### src/ifmt_pkg.sv
package ifmt_pkg;

    localparam int VALUE_BITS_DEF  = 64;
    localparam int DIGIT_SLOTS_DEF = 64;
    localparam int MAX_RUN_DEF     = 64;

    // Character positions within one run never exceed 67, so seven bits hold them.
    localparam int POS_W = 7;

    localparam logic [1:0] RADIX_BIN = 2'd0;
    localparam logic [1:0] RADIX_OCT = 2'd1;
    localparam logic [1:0] RADIX_DEC = 2'd2;
    localparam logic [1:0] RADIX_HEX = 2'd3;

    localparam logic [7:0] CH_ZERO  = 8'h30;
    localparam logic [7:0] CH_SPACE = 8'h20;
    localparam logic [7:0] CH_MINUS = 8'h2D;
    localparam logic [7:0] CH_PLUS  = 8'h2B;
    localparam logic [7:0] CH_LOW_B = 8'h62;
    localparam logic [7:0] CH_LOW_X = 8'h78;
    localparam logic [7:0] CH_LOW_A = 8'h61;
    localparam logic [7:0] CH_UP_A  = 8'h41;

    typedef struct packed {
        logic [63:0] value;
        logic        treat_signed;
        logic [1:0]  radix_select;
        logic        upper_case;
        logic        alt_form;
        logic        left_justify;
        logic        force_plus;
        logic        space_sign;
        logic        zero_pad;
        logic [5:0]  field_width;
        logic [5:0]  precision;
    } t_in_item;

    typedef struct packed {
        logic [7:0] character;
        logic       last_char;
        logic       truncated;
    } t_out_item;

    typedef enum logic [2:0] {
        ST_IDLE,
        ST_DABBLE,
        ST_DIGITS,
        ST_CALC,
        ST_PREP,
        ST_EMIT
    } t_state;

    typedef struct packed {
        logic load;
        logic dabble;
        logic digit;
        logic calc;
        logic prep;
        logic emit;
    } t_cmd;

    typedef struct packed {
        logic in_is_dec;
        logic dabble_done;
        logic digits_done;
        logic out_free;
        logic emit_last;
    } t_status;

    function automatic logic [7:0] digit_char(input logic [3:0] d, input logic upper);
        logic [7:0] base;
        base = upper ? CH_UP_A : CH_LOW_A;
        if (d < 4'd10) begin
            digit_char = CH_ZERO + {4'd0, d};
        end else begin
            digit_char = base + {4'd0, d} - 8'd10;
        end
    endfunction

endpackage

### src/ifmt_ram.sv
module ifmt_ram #(
    parameter int WIDTH = 4,
    parameter int DEPTH = 64
) (
    input  logic                     i_clk,
    input  logic                     i_we,
    input  logic [$clog2(DEPTH)-1:0] i_waddr,
    input  logic [WIDTH-1:0]         i_wdata,
    input  logic [$clog2(DEPTH)-1:0] i_raddr,
    output logic [WIDTH-1:0]         o_rdata
);

    logic [WIDTH-1:0] r_mem [DEPTH];
    logic [WIDTH-1:0] r_rdata;

    always_ff @(posedge i_clk) begin
        if (i_we) begin
            r_mem[i_waddr] <= i_wdata;
        end
        r_rdata <= r_mem[i_raddr];
    end

    assign o_rdata = r_rdata;

endmodule

### src/ifmt_ctrl.sv
module ifmt_ctrl (
    input  logic             i_clk,
    input  logic             i_rst_n,
    input  logic             i_in_valid,
    output logic             o_in_ready,
    input  ifmt_pkg::t_status i_status,
    output ifmt_pkg::t_cmd    o_cmd
);
    import ifmt_pkg::*;

    t_state r_state;
    t_state n_state;

    always_ff @(posedge i_clk) begin
        if (!i_rst_n) begin
            r_state <= ST_IDLE;
        end else begin
            r_state <= n_state;
        end
    end

    always_comb begin
        n_state    = r_state;
        o_cmd      = '0;
        o_in_ready = 1'b0;
        case (r_state)
            ST_IDLE: begin
                o_in_ready = 1'b1;
                if (i_in_valid) begin
                    o_cmd.load = 1'b1;
                    n_state    = i_status.in_is_dec ? ST_DABBLE : ST_DIGITS;
                end
            end
            ST_DABBLE: begin
                o_cmd.dabble = 1'b1;
                if (i_status.dabble_done) begin
                    n_state = ST_DIGITS;
                end
            end
            ST_DIGITS: begin
                o_cmd.digit = 1'b1;
                if (i_status.digits_done) begin
                    n_state = ST_CALC;
                end
            end
            ST_CALC: begin
                o_cmd.calc = 1'b1;
                n_state    = ST_PREP;
            end
            ST_PREP: begin
                o_cmd.prep = 1'b1;
                n_state    = ST_EMIT;
            end
            ST_EMIT: begin
                if (i_status.out_free) begin
                    o_cmd.emit = 1'b1;
                    if (i_status.emit_last) begin
                        n_state = ST_IDLE;
                    end
                end
            end
            default: begin
                n_state = ST_IDLE;
            end
        endcase
    end

endmodule

### src/ifmt_dp.sv
module ifmt_dp #(
    parameter int VALUE_BITS  = ifmt_pkg::VALUE_BITS_DEF,
    parameter int DIGIT_SLOTS = ifmt_pkg::DIGIT_SLOTS_DEF,
    parameter int MAX_RUN     = ifmt_pkg::MAX_RUN_DEF
) (
    input  logic                i_clk,
    input  logic                i_rst_n,
    input  ifmt_pkg::t_in_item  i_in_item,
    input  ifmt_pkg::t_cmd      i_cmd,
    output ifmt_pkg::t_status   o_status,
    input  logic                i_out_ready,
    output logic                o_out_valid,
    output ifmt_pkg::t_out_item o_out_item
);
    import ifmt_pkg::*;

    localparam int BCD_DIGITS = (VALUE_BITS * 302) / 1000 + 1;
    localparam int RW         = 4 * BCD_DIGITS;
    localparam int BCNT_W     = $clog2(VALUE_BITS);
    localparam int DCW        = $clog2(DIGIT_SLOTS + 1);
    localparam int AW         = $clog2(DIGIT_SLOTS);

    // Request fields kept for the whole item.
    logic [1:0]        r_radix;
    logic              r_upper_hex;
    logic              r_left;
    logic              r_zpad;
    logic [5:0]        r_width;
    logic [5:0]        r_prec;
    logic [7:0]        r_pre [4];
    logic [1:0]        r_pre_n;

    logic [VALUE_BITS-1:0] r_src;
    logic [RW-1:0]         r_rem;
    logic [BCNT_W-1:0]     r_bcnt;
    logic [DCW-1:0]        r_dc;
    logic                  r_lost;

    logic [POS_W-1:0] r_bpre;
    logic [POS_W-1:0] r_brp;
    logic [POS_W-1:0] r_bz;
    logic [POS_W-1:0] r_bd;
    logic [POS_W-1:0] r_total;
    logic             r_trunc;
    logic [POS_W-1:0] r_p;

    logic      r_ov;
    t_out_item r_out;

    // Prefix and sign characters of the item being offered.
    logic [VALUE_BITS-1:0] in_v;
    logic                  in_neg;
    logic [VALUE_BITS-1:0] in_mag;
    logic [7:0]            pre [4];
    logic [1:0]            pre_n;

    always_comb begin
        in_v   = i_in_item.value[VALUE_BITS-1:0];
        in_neg = i_in_item.treat_signed & in_v[VALUE_BITS-1];
        in_mag = in_neg ? (~in_v + 1'b1) : in_v;
        pre    = '{default: CH_SPACE};
        pre_n  = 2'd0;
        if (i_in_item.alt_form) begin
            case (i_in_item.radix_select)
                RADIX_BIN: begin
                    pre[0] = CH_ZERO;
                    pre[1] = CH_LOW_B;
                    pre_n  = 2'd2;
                end
                RADIX_OCT: begin
                    pre[0] = CH_ZERO;
                    pre_n  = 2'd1;
                end
                RADIX_HEX: begin
                    pre[0] = CH_ZERO;
                    pre[1] = CH_LOW_X;
                    pre_n  = 2'd2;
                end
                default: begin
                end
            endcase
        end
        if (in_neg) begin
            pre[pre_n] = CH_MINUS;
            pre_n      = pre_n + 2'd1;
        end else if (i_in_item.treat_signed && i_in_item.force_plus) begin
            pre[pre_n] = CH_PLUS;
            pre_n      = pre_n + 2'd1;
        end else if (i_in_item.treat_signed && i_in_item.space_sign) begin
            pre[pre_n] = CH_SPACE;
            pre_n      = pre_n + 2'd1;
        end
    end

    // Double-dabble step: correct every BCD digit, then shift in one binary bit.
    logic [RW-1:0] adj;

    always_comb begin
        for (int k = 0; k < BCD_DIGITS; k++) begin
            adj[4*k +: 4] = (r_rem[4*k +: 4] >= 4'd5) ? r_rem[4*k +: 4] + 4'd3
                                                      : r_rem[4*k +: 4];
        end
    end

    // Digit extraction from the low end of the remaining value.
    logic [RW-1:0] n_rem;
    logic [3:0]    dig;

    always_comb begin
        case (r_radix)
            RADIX_BIN: begin
                n_rem = r_rem >> 1;
                dig   = {3'd0, r_rem[0]};
            end
            RADIX_OCT: begin
                n_rem = r_rem >> 3;
                dig   = {1'b0, r_rem[2:0]};
            end
            default: begin
                n_rem = r_rem >> 4;
                dig   = r_rem[3:0];
            end
        endcase
    end

    // Run layout: prefix and sign, right padding, precision zeros, digits, left padding.
    logic [POS_W-1:0] c_len;
    logic [POS_W-1:0] c_zeros;
    logic [POS_W-1:0] c_len2;
    logic [POS_W-1:0] c_pad;
    logic [POS_W-1:0] c_n;
    logic [POS_W-1:0] c_rpad;
    logic [POS_W-1:0] c_dc;
    logic [POS_W-1:0] c_prec;
    logic [POS_W-1:0] c_width;

    always_comb begin
        c_dc    = POS_W'(r_dc);
        c_prec  = POS_W'(r_prec);
        c_width = POS_W'(r_width);
        c_len   = POS_W'(r_pre_n) + c_dc;
        c_zeros = (c_prec > c_len) ? c_prec - c_len : '0;
        c_len2  = c_len + c_zeros;
        c_pad   = (c_width > c_len2) ? c_width - c_len2 : '0;
        c_n     = c_len2 + c_pad;
        c_rpad  = r_left ? '0 : c_pad;
    end

    // The digit store is read one position ahead so its registered data lines up with r_p.
    logic [POS_W-1:0] n_p;
    logic [POS_W-1:0] rd_off;
    logic [3:0]       rdata;

    always_comb begin
        if (i_cmd.prep) begin
            n_p = '0;
        end else if (i_cmd.emit) begin
            n_p = r_p + 1'b1;
        end else begin
            n_p = r_p;
        end
        rd_off = r_bd - 1'b1 - n_p;
    end

    ifmt_ram #(
        .WIDTH(4),
        .DEPTH(DIGIT_SLOTS)
    ) u_digit_store (
        .i_clk  (i_clk),
        .i_we   (i_cmd.digit),
        .i_waddr(r_dc[AW-1:0]),
        .i_wdata(dig),
        .i_raddr(rd_off[AW-1:0]),
        .o_rdata(rdata)
    );

    logic [7:0] cur_char;
    logic       cur_last;

    always_comb begin
        if (r_p < r_bpre) begin
            cur_char = r_pre[r_p[1:0]];
        end else if (r_p < r_brp) begin
            cur_char = r_zpad ? CH_ZERO : CH_SPACE;
        end else if (r_p < r_bz) begin
            cur_char = CH_ZERO;
        end else if (r_p < r_bd) begin
            cur_char = digit_char(rdata, r_upper_hex);
        end else begin
            cur_char = CH_SPACE;
        end
        cur_last = (r_p + 1'b1) == r_total;
    end

    always_ff @(posedge i_clk) begin
        if (i_cmd.load) begin
            r_radix     <= i_in_item.radix_select;
            r_upper_hex <= i_in_item.upper_case && (i_in_item.radix_select == RADIX_HEX);
            r_left      <= i_in_item.left_justify;
            r_zpad      <= i_in_item.zero_pad;
            r_width     <= i_in_item.field_width;
            r_prec      <= i_in_item.precision;
            r_pre       <= pre;
            r_pre_n     <= pre_n;
            r_src       <= in_mag;
            r_rem       <= (i_in_item.radix_select == RADIX_DEC) ? '0 : RW'(in_mag);
            r_bcnt      <= '0;
            r_dc        <= '0;
        end
        if (i_cmd.dabble) begin
            r_rem  <= {adj[RW-2:0], r_src[VALUE_BITS-1]};
            r_src  <= r_src << 1;
            r_bcnt <= r_bcnt + 1'b1;
        end
        if (i_cmd.digit) begin
            r_rem  <= n_rem;
            r_dc   <= r_dc + 1'b1;
            r_lost <= n_rem != '0;
        end
        if (i_cmd.calc) begin
            r_bpre  <= POS_W'(r_pre_n);
            r_brp   <= POS_W'(r_pre_n) + c_rpad;
            r_bz    <= POS_W'(r_pre_n) + c_rpad + c_zeros;
            r_bd    <= POS_W'(r_pre_n) + c_rpad + c_zeros + c_dc;
            r_total <= (c_n > POS_W'(MAX_RUN)) ? POS_W'(MAX_RUN) : c_n;
            r_trunc <= (c_n > POS_W'(MAX_RUN)) || r_lost;
        end
        r_p <= n_p;
        if (i_cmd.emit) begin
            r_out.character <= cur_char;
            r_out.last_char <= cur_last;
            r_out.truncated <= cur_last && r_trunc;
        end
    end

    always_ff @(posedge i_clk) begin
        if (!i_rst_n) begin
            r_ov <= 1'b0;
        end else if (i_cmd.emit) begin
            r_ov <= 1'b1;
        end else if (i_out_ready) begin
            r_ov <= 1'b0;
        end
    end

    assign o_status.in_is_dec   = i_in_item.radix_select == RADIX_DEC;
    assign o_status.dabble_done = r_bcnt == BCNT_W'(VALUE_BITS - 1);
    assign o_status.digits_done = (n_rem == '0) || (r_dc == DCW'(DIGIT_SLOTS - 1));
    assign o_status.out_free    = !r_ov || i_out_ready;
    assign o_status.emit_last   = cur_last;

    assign o_out_valid = r_ov;
    assign o_out_item  = r_out;

endmodule

### src/integer_to_ascii_formatter.sv
// Integer to ASCII formatter.
// The input channel (i_in_valid, o_in_ready, i_in_item) takes one value with its
// conversion request. The output channel (o_out_valid, i_out_ready, o_out_item)
// returns the text one character per item, the last one marked by last_char, and
// truncated set on it when the run was cut at MAX_RUN characters or digits were lost.
// Decimal values first pass through a binary to BCD converter, one bit per cycle.
// Every radix then moves one digit per cycle into the digit store, a layout step
// lays out the run and a prepare step primes the store read, after which characters
// leave one per cycle while the receiver accepts them.
// A new item is taken only after the previous one has issued its last character,
// while that character may still wait in the output register.
// When the receiver stalls, the output register holds its item and the run pauses.
// Reset idles the controller and empties the output register; no clearing pass.
module integer_to_ascii_formatter #(
    parameter int VALUE_BITS  = ifmt_pkg::VALUE_BITS_DEF,
    parameter int DIGIT_SLOTS = ifmt_pkg::DIGIT_SLOTS_DEF,
    parameter int MAX_RUN     = ifmt_pkg::MAX_RUN_DEF
) (
    input  logic                i_clk,
    input  logic                i_rst_n,
    input  logic                i_in_valid,
    output logic                o_in_ready,
    input  ifmt_pkg::t_in_item  i_in_item,
    output logic                o_out_valid,
    input  logic                i_out_ready,
    output ifmt_pkg::t_out_item o_out_item
);
    import ifmt_pkg::*;

    t_cmd    cmd;
    t_status status;

    ifmt_ctrl u_ctrl (
        .i_clk     (i_clk),
        .i_rst_n   (i_rst_n),
        .i_in_valid(i_in_valid),
        .o_in_ready(o_in_ready),
        .i_status  (status),
        .o_cmd     (cmd)
    );

    ifmt_dp #(
        .VALUE_BITS (VALUE_BITS),
        .DIGIT_SLOTS(DIGIT_SLOTS),
        .MAX_RUN    (MAX_RUN)
    ) u_dp (
        .i_clk      (i_clk),
        .i_rst_n    (i_rst_n),
        .i_in_item  (i_in_item),
        .i_cmd      (cmd),
        .o_status   (status),
        .i_out_ready(i_out_ready),
        .o_out_valid(o_out_valid),
        .o_out_item (o_out_item)
    );

    a_trunc_on_last: assert property (@(posedge i_clk) disable iff (!i_rst_n)
        o_out_valid |-> (!o_out_item.truncated || o_out_item.last_char))
        else $error("truncated flag on a character that is not the last");

    a_busy_after_accept: assert property (@(posedge i_clk) disable iff (!i_rst_n)
        (i_in_valid && o_in_ready) |=> !o_in_ready)
        else $error("input taken again right after an item was accepted");

    a_no_char_from_idle: assert property (@(posedge i_clk) disable iff (!i_rst_n)
        (o_in_ready && !o_out_valid) |=> !o_out_valid)
        else $error("character emitted directly from the idle state");

    a_emit_not_while_idle: assert property (@(posedge i_clk) disable iff (!i_rst_n)
        cmd.emit |-> !o_in_ready)
        else $error("character issued while the input side is open");

endmodule
### config.mk
export PLATFORM = sky130hd
export DESIGN_NAME = integer_to_ascii_formatter
export DESIGN_NICKNAME = d
export VERILOG_FILES = /design/src/ifmt_pkg.sv /design/src/ifmt_ram.sv /design/src/ifmt_ctrl.sv /design/src/ifmt_dp.sv /design/src/integer_to_ascii_formatter.sv
export SDC_FILE = /design/constraint.sdc
export NUM_CORES = 1
export LEC_CHECK = 0
export BUFFER_PORTS_ARGS = -buffer_cell sky130_fd_sc_hd__buf_2
export CORE_AREA = 2 2 228 230
export CTS_CLUSTER_SIZE = 28
export DETAILED_ROUTE_END_ITERATION = 16
export DIE_AREA = 0 0 230 232
export GPL_ROUTABILITY_DRIVEN = 0
export GPL_TIMING_DRIVEN = 0
export PLACE_DENSITY_LB_ADDON = 0.05
export SLEW_MARGIN = 20
export SYNTH_ARGS = -nofsm -noshare
export SYNTH_HDL_FRONTEND = slang
export SYNTH_SLANG_ARGS = --single-unit
### constraint.sdc
create_clock -name i_clk -period 10.3 [get_ports i_clk]
set_input_delay 1.03 -clock i_clk [delete_from_list [all_inputs] [get_ports i_clk]]
set_output_delay 1.03 -clock i_clk [all_outputs]
set_load 0.02 [all_outputs]
==> out/metrics.cfg <==
[run_status]
outcome=finished, final reports clean

[cts]
cts_buffer_depth=3
cts_tree=built
cts_root_buf=clkbuf_16
htree_levels=2
clk_latency_ns=0.65
clock-sinks=504
path_clk_slew_ns=0.06
holdBufCountCts=0
cts_buffers=54

[placed_design]
dp_slack_ns=-0.0765
placed_cell_area_um2=29800
dp_hpwl_mm=56.7
io_buffers=97

[synthesis]
synth_cells=2397
synth_most_common_cell=edfxtp_1
ys.flop_type=edfxtp_1
yosys.area_share.simple=0.119
ys_seq_area_frac=0.531
synth_seq_cells=504
yosysTopAreaCell=edfxtp_1
syn_area_um2=28200
synthAdderAreaFrac=0.0561
synth_top_area_frac=0.520
muxShareOfSynthArea=0.0965
syn_nets=2607
yosys_warnings=0
synth-compound-area-share=0.115
yosys-top-cells-count=488 x edfxtp_1, 223 x nor2_1, 189 x a21oi_1, 189 x nand2_1, 129 x o21ai_0
synth_top_family_by_area=simple AND/OR/NAND/NOR gates
synth_xor_area_frac=0.0492
synth_cell_types=85
synth-edff-count=488
async_flop_share=0
syn_area_per_cell_um2=11.8
synth.area.top_cells=edfxtp_1 52%, mux4_2 6.6%, ha_1 5.0%, a21oi_1 3.4%, mux2i_1 3.1%

[critical_path]
regToRegSetupSlack_ns=0.71
required_ns=10.67
path_max_fanout=10
crit_path_frequent_cell=ha_1
crit_path_end_kind=flop
cp-start-kind=flop
worst-setup-path-type=reg2reg
r2r-end=u_dp.r_bd[6]
crit_path_end=u_dp.r_bd[6]
worstPathArrival_ns=9.97
crit_path_start=u_dp.r_pre_n[0]
slowest_delay_ns=0.51
slowest_stage=edfxtp_1
reg2reg_depth=39
r2r_start=u_dp.r_pre_n[0]

[sta]
timing.final.hold_violations=0
final.setup.tns_ns=0
finalMaxSlewViolations=0
max_freq_mhz=104
rsz0062_at_grt=no
period_needed_ns=9.59
fin_skew_ns=0.0244
slew_headroom=0.234
worst_slew_pin_slew_ns=1.15
timing.final.crit_share=0.931
fin_ws_ns=0.706
setup_violations=0

[global_routing]
overflow=0
grt_pass1_wl_mm=118
use_met3=0.0473
grt_pass1_vias=20300
gr-usage-met1=0.379
antenna_found_initial=1
met2_usage=0.482
grt_max_degree=49
top_usage_layer=met2
track_usage=0.291

[final_layout]
final_nets=2772
area_delta_synth_final_pct=12.6
diodes=0
design_area_um2=31700
final_layout_size_suffix_gt1_frac=0.134
fin_util=0.623
fillers=4072

[routing]
firstDrtPassIters=6
drtAntennaViolNets=0
drc=0
wl_per_cell_um=23.5
drtIter0Drc=1643
vias=20400
totalWireLength_mm=77.3
viasPerCell=6.22

[pwr]
pwr_density_cell_nw_per_um2=392
p_leak_uw=0.0115
ir_worst_vdd_v=0.000306

[hold_path]
hold_path.class=reg2reg

[floorplanning]
die_h_um=232
initial_core_util=0.554
design.portCount=101
design.core.area_um2=50900
rows=83
fp.dieArea_um2=53400
die_w_um=230

[flow_run]
maxCapViolCount=0

[cell type report]
class | count | area [um^2] | area share
clock buffers | 61 | 1410 | 0.0444
flip-flops and latches | 504 | 15000 | 0.472
repair buffers | 109 | 716 | 0.0226
inverters | 118 | 443 | 0.0140
multi-input cells | 1655 | 12400 | 0.391
clock inverters | 39 | 445 | 0.0140
well taps | 680 | 851 | 0.0268
plain buffers | 120 | 475 | 0.0150
[flip-flops by register name, indices dropped and copies added (netlist names), 2 cells and up]
signal                      count
u_dp.r_rem                     80
u_dp.r_bd                       7
u_dp.c_dc                       7
u_dp.r_pre                     16
u_dp.r_width                    6
u_dp.r_total                    7
u_dp.o_out_item                 9
u_dp.r_pre_n                    2
u_dp.u_digit_store.r_mem      256
u_dp.r_brp                      7
u_dp.r_src                     64
u_dp.r_prec                     6
u_dp.r_radix                    2
u_dp.r_bcnt                     6
u_dp.r_bpre                     2
u_dp.u_digit_store.o_rdata      4
u_dp.r_p                        7
u_dp.r_bz                       7
u_ctrl.r_state                  3
[what timing repair did]
action	CTS	global route
gates resized for setup	1	13
pin swaps	0	1
setup endpoints to repair	1	2
buffers inserted	0	2
[power by group]
group / internal [uW] / switching, uW
Sequential: 3210 / 449
Clock: 1170 / 868
Combinational: 2640 / 4100
Total: 7020 / 5420
[cells by family after synthesis]
| group | after synthesis |
|---|---|
| simple gates | 693 |
| flops | 504 |
| mux | 169 |
| compound gates | 516 |
| xor+xnor | 155 |
| other cells | 1 |
| buf+inv | 238 |
| fa+ha+maj | 121 |
[per-layer routing]
layer	part of all wire	up-vias
met3	0.065	248
met5	0	-
met2	0.48	848
met4	0.049	0
li1	-	9303
met1	0.41	10000
[metrics by stage]
stage          std cells  hold slack (ns)  power (uW)
3_3_place_gp        3174            0.445       10100
6_report            3286            0.463       12400
4_1_cts             3284            0.464       12300
3_5_place_dp        3184            0.455       10200
5_1_grt             3286            0.486       13200
2_1_floorplan       2397            0.437        8330
[critical path: cells and delay by family, from the launching register on]
family | cells | cell delay (ns)
AO/OA/AOI/OAI | 8 | 1.91
XOR/XNOR | 7 | 1.58
adder cells (fa/ha/maj) | 8 | 2.63
buffers and inverters | 6 | 0.70
flip-flops | 1 | 0.51
AND/OR/NAND/NOR | 10 | 1.99
[worst min path at each step]
stage | endpoint | cells after the start | slack [ns] | from
final | u_dp.r_src[0] | 2 | 0.46 | u_dp.r_src[0]
after CTS | u_dp.r_src[0] | 2 | 0.46 | u_dp.r_src[0]
after floorplan | u_dp.r_src[0] | 2 | 0.44 | u_dp.r_src[0]
after global placement | u_dp.r_src[0] | 2 | 0.45 | u_dp.r_src[0]
after detailed placement | u_dp.r_src[0] | 2 | 0.45 | u_dp.r_src[0]
after global routing | u_dp.r_src[0] | 2 | 0.49 | u_dp.r_src[0]
[cells in the final DEF (no fill, tap or decap), types with 22 or more instances in the layout]
| cell | netlist | final |
|---|---|---|
| mux2i_1 | 86 | 86 |
| xnor2_1 | 93 | 91 |
| o21ai_0 | 129 | 129 |
| buf_2 | 3 | 100 |
| a21oi_1 | 189 | 189 |
| edfxtp_1 | 488 | 488 |
| nand2_1 | 189 | 187 |
| mux4_2 | 82 | 82 |
| buf_1 | 23 | 22 |
| o221ai_1 | 42 | 42 |
| clkbuf_16 | 0 | 55 |
| nand2b_1 | 38 | 38 |
| nand4_1 | 25 | 25 |
| ha_1 | 112 | 112 |
| nor3b_1 | 29 | 29 |
| nor3_1 | 34 | 33 |
| nor2_1 | 223 | 219 |
| xor2_1 | 60 | 58 |
| clkbuf_1 | 91 | 94 |
| nand3_1 | 25 | 24 |
| inv_1 | 117 | 117 |
Note: power is estimated with default switching activity, not from simulation.
